File: src/sv/tss_pkg.sv
package tss_pkg;

  typedef enum logic [3:0] {
    ST_IDLE,
    ST_MUL_D,
    ST_MUL_H,
    ST_DIFF,
    ST_SQRT,
    ST_MUL_G,
    ST_DIV_G,
    ST_WAIT_G,
    ST_MUL_A,
    ST_MUL_T,
    ST_DIV_A,
    ST_WAIT_A,
    ST_FIN
  } state_e;

  localparam int DivNumW  = 33;
  localparam int DivDenW  = 28;
  localparam int SqrtSteps = 28;

  localparam logic [17:0] DaySeconds = 18'd86400;
  localparam logic [32:0] GradLimit  = 33'd1000000;
  localparam logic [23:0] GradScale  = 24'd160000;
  localparam logic [23:0] AccScale   = 24'd1000;
  localparam logic [23:0] AccDiv     = 24'd36;

endpackage

File: src/sv/tss_div.sv
module tss_div (
  input  logic                            clk_i,
  input  logic                            rst_ni,
  input  logic                            start_i,
  input  logic [tss_pkg::DivNumW-1:0]     num_i,
  input  logic [tss_pkg::DivDenW-1:0]     den_i,
  output logic                            done_o,
  output logic [tss_pkg::DivNumW-1:0]     quo_o
);

  localparam int NW = tss_pkg::DivNumW;
  localparam int DW = tss_pkg::DivDenW;
  localparam int CW = $clog2(NW + 1);

  logic          busy_q;
  logic          done_q;
  logic [CW-1:0] cnt_q;
  logic [DW-1:0] rem_q;
  logic [NW-1:0] quo_q;
  logic [DW-1:0] den_q;
  logic [DW:0]   trial;
  logic          ge;

  assign trial = {rem_q, quo_q[NW-1]};
  assign ge    = trial >= {1'b0, den_q};

  always_ff @(posedge clk_i or negedge rst_ni) begin
    if (!rst_ni) begin
      busy_q <= 1'b0;
      done_q <= 1'b0;
      cnt_q  <= '0;
    end else begin
      done_q <= 1'b0;
      if (start_i) begin
        busy_q <= 1'b1;
        cnt_q  <= CW'(NW);
      end else if (busy_q) begin
        cnt_q <= cnt_q - 1'b1;
        if (cnt_q == CW'(1)) begin
          busy_q <= 1'b0;
          done_q <= 1'b1;
        end
      end
    end
  end

  always_ff @(posedge clk_i) begin
    if (start_i) begin
      rem_q <= '0;
      quo_q <= num_i;
      den_q <= den_i;
    end else if (busy_q) begin
      if (ge) begin
        rem_q <= DW'(trial - {1'b0, den_q});
        quo_q <= {quo_q[NW-2:0], 1'b1};
      end else begin
        rem_q <= trial[DW-1:0];
        quo_q <= {quo_q[NW-2:0], 1'b0};
      end
    end
  end

  assign done_o = done_q;
  assign quo_o  = quo_q;

endmodule

File: src/sv/trip_segment_statistics.sv
// a first row of a track goes straight to the finish state; other rows take two products and a
// difference, where needed 28 square-root steps, a product and a 33-step division, then
// two products and where needed a 33-step division; the input stalls while a word is in work
// the square root runs one result bit per cycle, the shared divider one quotient bit per cycle
// reset: asynchronous, active low; history and totals clear, the next row counts as first
module trip_segment_statistics (
  input  logic               clk_i,
  input  logic               rst_ni,
  input  logic               in_valid_i,
  output logic               in_stall_o,
  input  logic               new_track_i,
  input  logic [19:0]        odometer_dam_i,
  input  logic signed [14:0] height_m_i,
  input  logic [11:0]        speed_dkmh_i,
  input  logic [7:0]         heart_rate_i,
  input  logic signed [6:0]  temp_whole_i,
  input  logic [3:0]         temp_tenth_i,
  input  logic [4:0]         hour_i,
  input  logic [5:0]         minute_i,
  input  logic [5:0]         second_i,
  output logic               out_valid_o,
  input  logic               out_stall_i,
  output logic [23:0]        total_distance_m_o,
  output logic signed [24:0] segment_distance_m_o,
  output logic signed [15:0] height_delta_m_o,
  output logic [27:0]        flat_distance_q4_o,
  output logic signed [20:0] gradient_cpct_o,
  output logic [16:0]        elapsed_s_o,
  output logic signed [17:0] accel_mm_s2_o,
  output logic [31:0]        total_time_s_o,
  output logic [31:0]        moving_time_s_o,
  output logic [23:0]        total_up_m_o,
  output logic [23:0]        total_down_m_o,
  output logic signed [10:0] temperature_dc_o
);

  tss_pkg::state_e state_q, state_d;

  logic        accept;
  logic        out_free;
  logic        first_pending_q;
  logic [23:0] prev_dist_q;
  logic [14:0] prev_height_q;
  logic [11:0] prev_speed_q;
  logic [16:0] prev_time_q;
  logic [31:0] time_sum_q;
  logic [31:0] moving_sum_q;
  logic [23:0] up_sum_q;
  logic [23:0] down_sum_q;

  logic               first_q;
  logic [23:0]        dist_q;
  logic signed [24:0] d_q;
  logic signed [15:0] h_q;
  logic [16:0]        el_q;
  logic signed [12:0] dv_q;
  logic               moving_q;
  logic signed [10:0] temp_q;
  logic [47:0]        prod_q;
  logic [47:0]        dd_q;
  logic [55:0]        rad_q;
  logic [27:0]        root_q;
  logic [29:0]        srem_q;
  logic [4:0]         cnt_q;
  logic [21:0]        acc_num_q;
  logic [20:0]        grad_q;
  logic [17:0]        acc_q;

  // word fields at acceptance
  logic [23:0]        dist_w;
  logic signed [24:0] d_w;
  logic signed [15:0] h_w;
  logic [16:0]        t_w;
  logic signed [17:0] el_raw;
  logic signed [17:0] el_wrap;
  logic [16:0]        el_w;
  logic signed [12:0] dv_w;
  logic signed [10:0] tw10;
  logic signed [10:0] temp_w;
  logic               first_w;

  assign first_w = new_track_i | first_pending_q;
  assign dist_w  = 24'({odometer_dam_i, 3'b000}) + 24'({odometer_dam_i, 1'b0});
  assign d_w     = $signed({1'b0, dist_w}) - $signed({1'b0, prev_dist_q});
  assign h_w     = $signed({height_m_i[14], height_m_i})
                 - $signed({prev_height_q[14], prev_height_q});
  assign t_w     = 17'(hour_i) * 17'd3600 + 17'(minute_i) * 17'd60 + 17'(second_i);
  assign el_raw  = $signed({1'b0, t_w}) - $signed({1'b0, prev_time_q});
  assign el_wrap = el_raw + $signed(tss_pkg::DaySeconds);
  always_comb begin
    if (el_raw >= 0) begin
      el_w = el_raw[16:0];
    end else if (el_wrap >= 0) begin
      el_w = el_wrap[16:0];
    end else begin
      el_w = '0;
    end
  end
  assign dv_w   = $signed({1'b0, speed_dkmh_i}) - $signed({1'b0, prev_speed_q});
  assign tw10   = $signed({{4{temp_whole_i[6]}}, temp_whole_i}) * 11'sd10;
  assign temp_w = temp_whole_i[6] ? tw10 - $signed(11'(temp_tenth_i))
                                  : tw10 + $signed(11'(temp_tenth_i));

  // magnitudes and the shared multiplier
  logic [24:0] d_neg;
  logic [15:0] h_neg;
  logic [12:0] dv_neg;
  logic [23:0] d_mag;
  logic [23:0] h_mag;
  logic [23:0] dv_mag;
  logic [23:0] mul_a;
  logic [23:0] mul_b;
  logic [47:0] prod_w;

  assign d_neg  = -d_q;
  assign h_neg  = -h_q;
  assign dv_neg = -dv_q;
  assign d_mag  = d_q[24] ? d_neg[23:0] : d_q[23:0];
  assign h_mag  = 24'(h_q[15] ? h_neg : h_q);
  assign dv_mag = 24'(dv_q[12] ? dv_neg : dv_q);
  assign prod_w = mul_a * mul_b;

  // square-root step
  logic signed [48:0] sq_w;
  logic [31:0]        rem2;
  logic [31:0]        strial;

  assign sq_w   = $signed({1'b0, dd_q}) - $signed({1'b0, prod_q});
  assign rem2   = {srem_q, rad_q[55:54]};
  assign strial = {2'b00, root_q, 2'b01};

  // divider
  logic                           div_start;
  logic [tss_pkg::DivNumW-1:0]    div_num;
  logic [tss_pkg::DivDenW-1:0]    div_den;
  logic                           div_done;
  logic [tss_pkg::DivNumW-1:0]    div_quo;
  logic [32:0]                    grad_mag;
  logic [20:0]                    grad_neg;
  logic [17:0]                    acc_neg;

  tss_div u_div (
    .clk_i   (clk_i),
    .rst_ni  (rst_ni),
    .start_i (div_start),
    .num_i   (div_num),
    .den_i   (div_den),
    .done_o  (div_done),
    .quo_o   (div_quo)
  );

  assign grad_mag = (div_quo > tss_pkg::GradLimit) ? tss_pkg::GradLimit : div_quo;
  assign grad_neg = -grad_mag[20:0];
  assign acc_neg  = -div_quo[17:0];

  assign accept     = in_valid_i & ~in_stall_o;
  assign in_stall_o = (state_q != tss_pkg::ST_IDLE);
  assign out_free   = ~out_valid_o | ~out_stall_i;

  always_ff @(posedge clk_i or negedge rst_ni) begin
    if (!rst_ni) begin
      state_q <= tss_pkg::ST_IDLE;
    end else begin
      state_q <= state_d;
    end
  end

  always_comb begin
    state_d   = state_q;
    mul_a     = d_mag;
    mul_b     = d_mag;
    div_start = 1'b0;
    div_num   = prod_q[32:0];
    div_den   = root_q;
    case (state_q)
      tss_pkg::ST_IDLE: begin
        if (accept) begin
          state_d = first_w ? tss_pkg::ST_FIN : tss_pkg::ST_MUL_D;
        end
      end
      tss_pkg::ST_MUL_D: state_d = tss_pkg::ST_MUL_H;
      tss_pkg::ST_MUL_H: begin
        mul_a   = h_mag;
        mul_b   = h_mag;
        state_d = tss_pkg::ST_DIFF;
      end
      tss_pkg::ST_DIFF: begin
        state_d = (sq_w > 0) ? tss_pkg::ST_SQRT : tss_pkg::ST_MUL_A;
      end
      tss_pkg::ST_SQRT: begin
        if (cnt_q == 5'd0) begin
          state_d = tss_pkg::ST_MUL_G;
        end
      end
      tss_pkg::ST_MUL_G: begin
        mul_a   = h_mag;
        mul_b   = tss_pkg::GradScale;
        state_d = (root_q != '0) ? tss_pkg::ST_DIV_G : tss_pkg::ST_MUL_A;
      end
      tss_pkg::ST_DIV_G: begin
        div_start = 1'b1;
        state_d   = tss_pkg::ST_WAIT_G;
      end
      tss_pkg::ST_WAIT_G: begin
        if (div_done) begin
          state_d = tss_pkg::ST_MUL_A;
        end
      end
      tss_pkg::ST_MUL_A: begin
        mul_a   = dv_mag;
        mul_b   = tss_pkg::AccScale;
        state_d = tss_pkg::ST_MUL_T;
      end
      tss_pkg::ST_MUL_T: begin
        mul_a   = 24'(el_q);
        mul_b   = tss_pkg::AccDiv;
        state_d = (el_q != '0) ? tss_pkg::ST_DIV_A : tss_pkg::ST_FIN;
      end
      tss_pkg::ST_DIV_A: begin
        div_start = 1'b1;
        div_num   = 33'(acc_num_q);
        div_den   = prod_q[27:0];
        state_d   = tss_pkg::ST_WAIT_A;
      end
      tss_pkg::ST_WAIT_A: begin
        if (div_done) begin
          state_d = tss_pkg::ST_FIN;
        end
      end
      tss_pkg::ST_FIN: begin
        if (out_free) begin
          state_d = tss_pkg::ST_IDLE;
        end
      end
      default: state_d = tss_pkg::ST_IDLE;
    endcase
  end

  // history, totals and output valid
  logic [32:0] time_add;
  logic [32:0] moving_add;
  logic [24:0] up_add;
  logic [24:0] down_add;

  assign time_add   = {1'b0, time_sum_q} + 33'(el_q);
  assign moving_add = {1'b0, moving_sum_q} + 33'(el_q);
  assign up_add     = {1'b0, up_sum_q} + 25'(h_mag);
  assign down_add   = {1'b0, down_sum_q} + 25'(h_mag);

  always_ff @(posedge clk_i or negedge rst_ni) begin
    if (!rst_ni) begin
      first_pending_q <= 1'b1;
      prev_dist_q     <= '0;
      prev_height_q   <= '0;
      prev_speed_q    <= '0;
      prev_time_q     <= '0;
      time_sum_q      <= '0;
      moving_sum_q    <= '0;
      up_sum_q        <= '0;
      down_sum_q      <= '0;
      out_valid_o     <= 1'b0;
    end else begin
      if (accept) begin
        first_pending_q <= 1'b0;
        prev_dist_q     <= dist_w;
        prev_height_q   <= height_m_i;
        prev_speed_q    <= speed_dkmh_i;
        prev_time_q     <= t_w;
      end
      if (state_q == tss_pkg::ST_FIN && out_free) begin
        out_valid_o <= 1'b1;
      end else if (out_valid_o && !out_stall_i) begin
        out_valid_o <= 1'b0;
      end
      if (state_q == tss_pkg::ST_FIN && out_free) begin
        if (first_q) begin
          time_sum_q   <= '0;
          moving_sum_q <= '0;
          up_sum_q     <= '0;
          down_sum_q   <= '0;
        end else begin
          time_sum_q <= time_add[32] ? '1 : time_add[31:0];
          if (moving_q) begin
            moving_sum_q <= moving_add[32] ? '1 : moving_add[31:0];
          end
          if (h_q > 0) begin
            up_sum_q <= up_add[24] ? '1 : up_add[23:0];
          end else begin
            down_sum_q <= down_add[24] ? '1 : down_add[23:0];
          end
        end
      end
    end
  end

  // datapath
  always_ff @(posedge clk_i) begin
    if (accept) begin
      first_q  <= first_w;
      dist_q   <= dist_w;
      d_q      <= first_w ? '0 : d_w;
      h_q      <= first_w ? '0 : h_w;
      el_q     <= first_w ? '0 : el_w;
      dv_q     <= dv_w;
      moving_q <= (speed_dkmh_i != '0);
      temp_q   <= temp_w;
      root_q   <= '0;
      grad_q   <= '0;
      acc_q    <= '0;
    end
    case (state_q)
      tss_pkg::ST_MUL_D: prod_q <= prod_w;
      tss_pkg::ST_MUL_H: begin
        dd_q   <= prod_q;
        prod_q <= prod_w;
      end
      tss_pkg::ST_DIFF: begin
        rad_q  <= {sq_w[47:0], 8'h00};
        root_q <= '0;
        srem_q <= '0;
        cnt_q  <= 5'(tss_pkg::SqrtSteps - 1);
      end
      tss_pkg::ST_SQRT: begin
        rad_q <= {rad_q[53:0], 2'b00};
        cnt_q <= cnt_q - 1'b1;
        if (rem2 >= strial) begin
          srem_q <= 30'(rem2 - strial);
          root_q <= {root_q[26:0], 1'b1};
        end else begin
          srem_q <= rem2[29:0];
          root_q <= {root_q[26:0], 1'b0};
        end
      end
      tss_pkg::ST_MUL_G: prod_q <= prod_w;
      tss_pkg::ST_WAIT_G: begin
        if (div_done) begin
          grad_q <= h_q[15] ? grad_neg : grad_mag[20:0];
        end
      end
      tss_pkg::ST_MUL_A: prod_q <= prod_w;
      tss_pkg::ST_MUL_T: begin
        acc_num_q <= prod_q[21:0];
        prod_q    <= prod_w;
      end
      tss_pkg::ST_WAIT_A: begin
        if (div_done) begin
          acc_q <= dv_q[12] ? acc_neg : div_quo[17:0];
        end
      end
      default: ;
    endcase
    if (state_q == tss_pkg::ST_FIN && out_free) begin
      total_distance_m_o   <= dist_q;
      segment_distance_m_o <= d_q;
      height_delta_m_o     <= h_q;
      flat_distance_q4_o   <= root_q;
      gradient_cpct_o      <= $signed(grad_q);
      elapsed_s_o          <= el_q;
      accel_mm_s2_o        <= $signed(acc_q);
      temperature_dc_o     <= temp_q;
      total_time_s_o       <= first_q ? '0 : (time_add[32] ? '1 : time_add[31:0]);
      moving_time_s_o      <= (first_q) ? '0 :
                              (!moving_q ? moving_sum_q :
                               (moving_add[32] ? '1 : moving_add[31:0]));
      total_up_m_o         <= (first_q) ? '0 :
                              (!(h_q > 0) ? up_sum_q :
                               (up_add[24] ? '1 : up_add[23:0]));
      total_down_m_o       <= (first_q) ? '0 :
                              ((h_q > 0) ? down_sum_q :
                               (down_add[24] ? '1 : down_add[23:0]));
    end
  end

  logic unused_hr;
  assign unused_hr = ^heart_rate_i;

  a_accept_busy: assert property (@(posedge clk_i) disable iff (!rst_ni)
    accept |=> in_stall_o)
    else $error("accepted word did not make the block busy");

  a_div_done_wait: assert property (@(posedge clk_i) disable iff (!rst_ni)
    div_done |-> (state_q == tss_pkg::ST_WAIT_G || state_q == tss_pkg::ST_WAIT_A))
    else $error("divider finished outside a wait state");

  a_fin_out: assert property (@(posedge clk_i) disable iff (!rst_ni)
    (state_q == tss_pkg::ST_FIN && out_free) |=> out_valid_o)
    else $error("finished word not presented");

  a_first_clear: assert property (@(posedge clk_i) disable iff (!rst_ni)
    first_pending_q |-> (time_sum_q == '0 && up_sum_q == '0))
    else $error("totals not clear before first row");

endmodule

File: config.mk
export PLATFORM = sky130hd
export DESIGN_NAME = trip_segment_statistics
export DESIGN_NICKNAME = d
export VERILOG_FILES = /design/src/sv/tss_pkg.sv /design/src/sv/tss_div.sv /design/src/sv/trip_segment_statistics.sv
export SDC_FILE = /design/constraint.sdc
export NUM_CORES = 2
export LEC_CHECK = 0
export BUFFER_PORTS_ARGS = -buffer_cell sky130_fd_sc_hd__buf_2
export CORE_MARGIN = 3
export CORE_UTILIZATION = 45
export CTS_CLUSTER_DIAMETER = 80
export DETAILED_ROUTE_END_ITERATION = 8
export MAX_ROUTING_LAYER = met4
export PLACE_DENSITY = 0.7
export SETUP_SLACK_MARGIN = 0.3
export SKIP_CTS_REPAIR_TIMING = 1
export SYNTH_ARGS = -nofsm -noshare
export SYNTH_HDL_FRONTEND = slang
export SYNTH_SLANG_ARGS = --single-unit
File: constraint.sdc
create_clock -name clk_i -period 13.4 [get_ports clk_i]
set_clock_uncertainty 0.05 [all_clocks]
set_input_delay 0.67 -clock clk_i [delete_from_list [all_inputs] [get_ports clk_i]]
set_output_delay 0.67 -clock clk_i [all_outputs]
set_load 0.01 [all_outputs]
==> results.toml <==
[setup_path]
crit_required_ns = 13.82
reg2regPathDepth = 33
cp_max_fo = 58
critPathArrivalTime_ns = 12.10
crit_top_cell = "fa_1"
worstSetupPathType = "register to register"
r2r_start = "state_q[1]$_DFFE_PN0P_"
r2r-end = "prod_q[46]$_DFFE_PP_"
crit_end = "prod_q[46]$_DFFE_PP_"
cp-startpoint = "state_q[1]$_DFFE_PN0P_"
r2r_setup_slack_ns = 1.72
cp-end-kind = "register"
cpPeakStageDelay_ns = 0.82
slowest_stage = "a21oi_1"
worstSetupStartpointType = "register"

[timing]
fmax_ghz = 0.0856
finalMaxSlewViolations = 0
hold_violations = 0
maxSlewHeadroom = 0.104
period_minus_slack_ns = 11.68
rsz0062_at_grt = "false"
period_share = 0.872
worstMarginPinSlew_ns = 1.34
finalSetupViolCount = 0
fin_setup_tns_ns = 0

[clock_network]
clk_path_buf_depth = 3
cts_tree = "yes"
cts_max_level = 3
cts_root_buffer = "clkbuf_16"
clk_latency_ns = 0.73
clkSlewWorstSetupHoldPaths_ns = 0.06
cts_buffers = 98
cts_sinks = 926

[status]
outcome = "finished, final reports clean"

[yosys]
synth_ff_type = "edfxtp_1"
syn-mean-instance-area_sq_um = 9.66
synth_top_area_share = 0.284
synthCells = 7282
async_flop_share = 0.208
synth_seq_cells = 926
synth_edf_count = 666
synth.largest_area_cell = "edfxtp_1"
ys_types = 97
synthTopCellsByArea = "edfxtp_1, fa_1, ha_1, dfrtp_1, inv_1"
yosysSeqAreaShare = 0.372
syn_area_sq_mm = 0.0704
synth_warnings = 0

[detailed_routing]
routedWlPerCell_um = 20.1
drc = 0
ant_nets = 0
drt_first_pass_iters = 5
routed_wl_mm = 195
vias = 54300
viasPerCell = 5.60
detail_route.iter0.violations = 4739

[flow_run]
drv_cap = 0

[power]
power.leakage_uw = 0.0354
p_clk_frac = 0.375
p_switching_uw = 2170
power.density_mw_per_mm2 = 98.7
p_sw_frac = 0.282
seqPwrFrac = 0.414
pwr-share-comb = 0.211
peakVddDrop_v = 0.000124
intPower_uw = 5520

[finish]
drive_gt1_frac = 0.0960
post-route-util = 0.503
regArea_sq_mm = 0.0262
final_net_count = 8642
multi_input_area_sq_mm = 0.0394
fill_cells = 14000
area_delta_synth_final_pct = 10.7

[floorplan]
dieArea_sq_mm = 0.161
num_io_pins = 362
core_area_sq_mm = 0.155
rows = 144
die_y_um = 401
start_util = 0.455
die_w_um = 401

[global_route]
gr-total-overflow = 0
grt_pass1_vias = 53800
grt_pass1_wl_mm = 305
met1_usage = 0.320
grt_max_degree = 203
use_met2 = 0.379
track_usage = 0.246
grt_busiest_layer = "met2"
use_met3 = 0.0486
antenna_found_initial = 7

[placed_design]
gp_congestion = 0.971
dp_hpwl_mm = 148
numPortBuffers = 351

[min_path]
hp-class = "input port to register"
[metal layers]
layer	part of all wire	routed length, um	up-vias
met5	0	0	-
met4	0.043	8380	0
met3	0.086	16800	441
met2	0.45	88300	2156
met1	0.42	81500	26400
li1	-	-	25300
[critical path, delay by kind of cell (launching register included)]
family,cells,cell delay (ns)
fa+ha+maj,8,3.94
compound gates,10,3.46
simple gates,6,1.83
buf+inv,8,1.21
flops,1,0.79
xor+xnor,1,0.11
[Yosys cell counts (58+ instances only)]
library cell  number
inv_1           1026
nand2_1          768
nor2_1           711
edfxtp_1         666
ha_1             502
fa_1             501
o21ai_0          404
a21oi_1          342
clkbuf_1         246
dfrtp_1          192
xnor2_1          183
xor2_1           151
nor3_1           143
nand3_1          105
a21o_1           102
o21a_1            79
nand2b_1          71
dfxtp_1           67
a211oi_1          60
a31oi_1           60
nor2b_1           58
[power by group through the flow]
stage | combinational (uW) | clock, uW | sequential, uW
floorplan | 1280 | 0 | 3230
finish | 1620 | 2890 | 3180
CTS | 1620 | 2940 | 3180
global placement | 1560 | 0 | 3240
detailed placement | 1600 | 0 | 3240
global route | 1840 | 3050 | 3180
[sequential cells by signal (all words and copies together), names as in the netlist, 30 cells and up]
register and cells:
time_sum_q 32, prod_q 48, u_div.quo_o 33, dd_q 48
moving_sum_q 32, srem_q 30, total_time_s_o 32, moving_time_s_o 32
rad_q 48
[worst min path at each step]
| stage | startpoint | end | slack [ns] | cells after the start |
|---|---|---|---|---|
| final | speed_dkmh_i[5] | prev_speed_q[5]$_DFFE_PN0P_ | 0.14 | 3 |
| after global routing | speed_dkmh_i[5] | prev_speed_q[5]$_DFFE_PN0P_ | 0.14 | 3 |
| after CTS | rst_ni | prev_speed_q[7]$_DFFE_PN0P_ | -0.08 | 1 |
| after detailed placement | temp_q[5]$_DFFE_PP_ | temperature_dc_o[5]$_DFFE_PP_ | 0.36 | 0 |
| after global placement | dist_q[1]$_DFFE_PP_ | total_distance_m_o[1]$_DFFE_PP_ | 0.35 | 0 |
| after floorplan | rst_ni | down_sum_q[0]$_DFFE_PN0P_ | 0.32 | 0 |
[logic make-up (layout without fill, tap and decap cells)]
group / after synthesis / count (layout) / synth area share
compound gates: 1458 / 1458 / 0.133
mux: 98 / 98 / 0.0148
fa+ha+maj: 1003 / 1003 / 0.232
flops: 926 / 926 / 0.372
other cells: 2 / 22 / 0.000107
xor+xnor: 334 / 334 / 0.0416
simple gates: 2152 / 2152 / 0.137
buf+inv: 1309 / 1647 / 0.0702
[cell usage in the layout, fill, tap and decap left out, drive strengths merged, types with 44 or more instances in the layout]
cell | netlist | layout
xnor2 | 183 | 183
mux2i | 49 | 49
nand2 | 769 | 769
a21oi | 342 | 342
nand3 | 105 | 105
dfxtp | 67 | 67
buf | 31 | 428
a31oi | 60 | 60
nor2b | 58 | 58
xor2 | 151 | 151
a211oi | 60 | 60
ha | 502 | 502
inv | 1028 | 1035
dfrtp | 192 | 192
mux2 | 49 | 49
nand2b | 71 | 71
edfxtp | 666 | 666
fa | 501 | 501
o21ai | 419 | 419
clkbuf | 246 | 128
a21o | 102 | 102
o21bai | 44 | 44
nor2 | 711 | 711
and3 | 50 | 50
o21a | 79 | 79
nor3 | 143 | 143
[metrics by stage]
| stage | area (sq um) | setup WS [ns] | total power, uW | instances | hold WS, ns |
|---|---|---|---|---|---|
| 3_3_place_gp | 74400 | 2.17 | 4800 | 9494 | 0.353 |
| 3_5_place_dp | 74400 | 1.93 | 4840 | 9494 | 0.356 |
| 5_1_grt | 77900 | 1.21 | 8080 | 9684 | 0.139 |
| 4_1_cts | 77900 | 1.93 | 7740 | 9680 | -0.0758 |
| 6_report | 77900 | 1.72 | 7690 | 9684 | 0.145 |
| 2_1_floorplan | 70400 | 3.44 | 4510 | 7299 | 0.324 |
[layout make-up]
cell class	count	share of cell area
multi-input cells	5064	0.506
well taps	2044	0.0328
inverters	1032	0.0499
clock buffers	128	0.0359
repair buffers	429	0.0304
flip-flops and latches	926	0.336
clock inverters	58	0.00877
diodes	3	0.0000964
(Power assumes the default switching activity.)
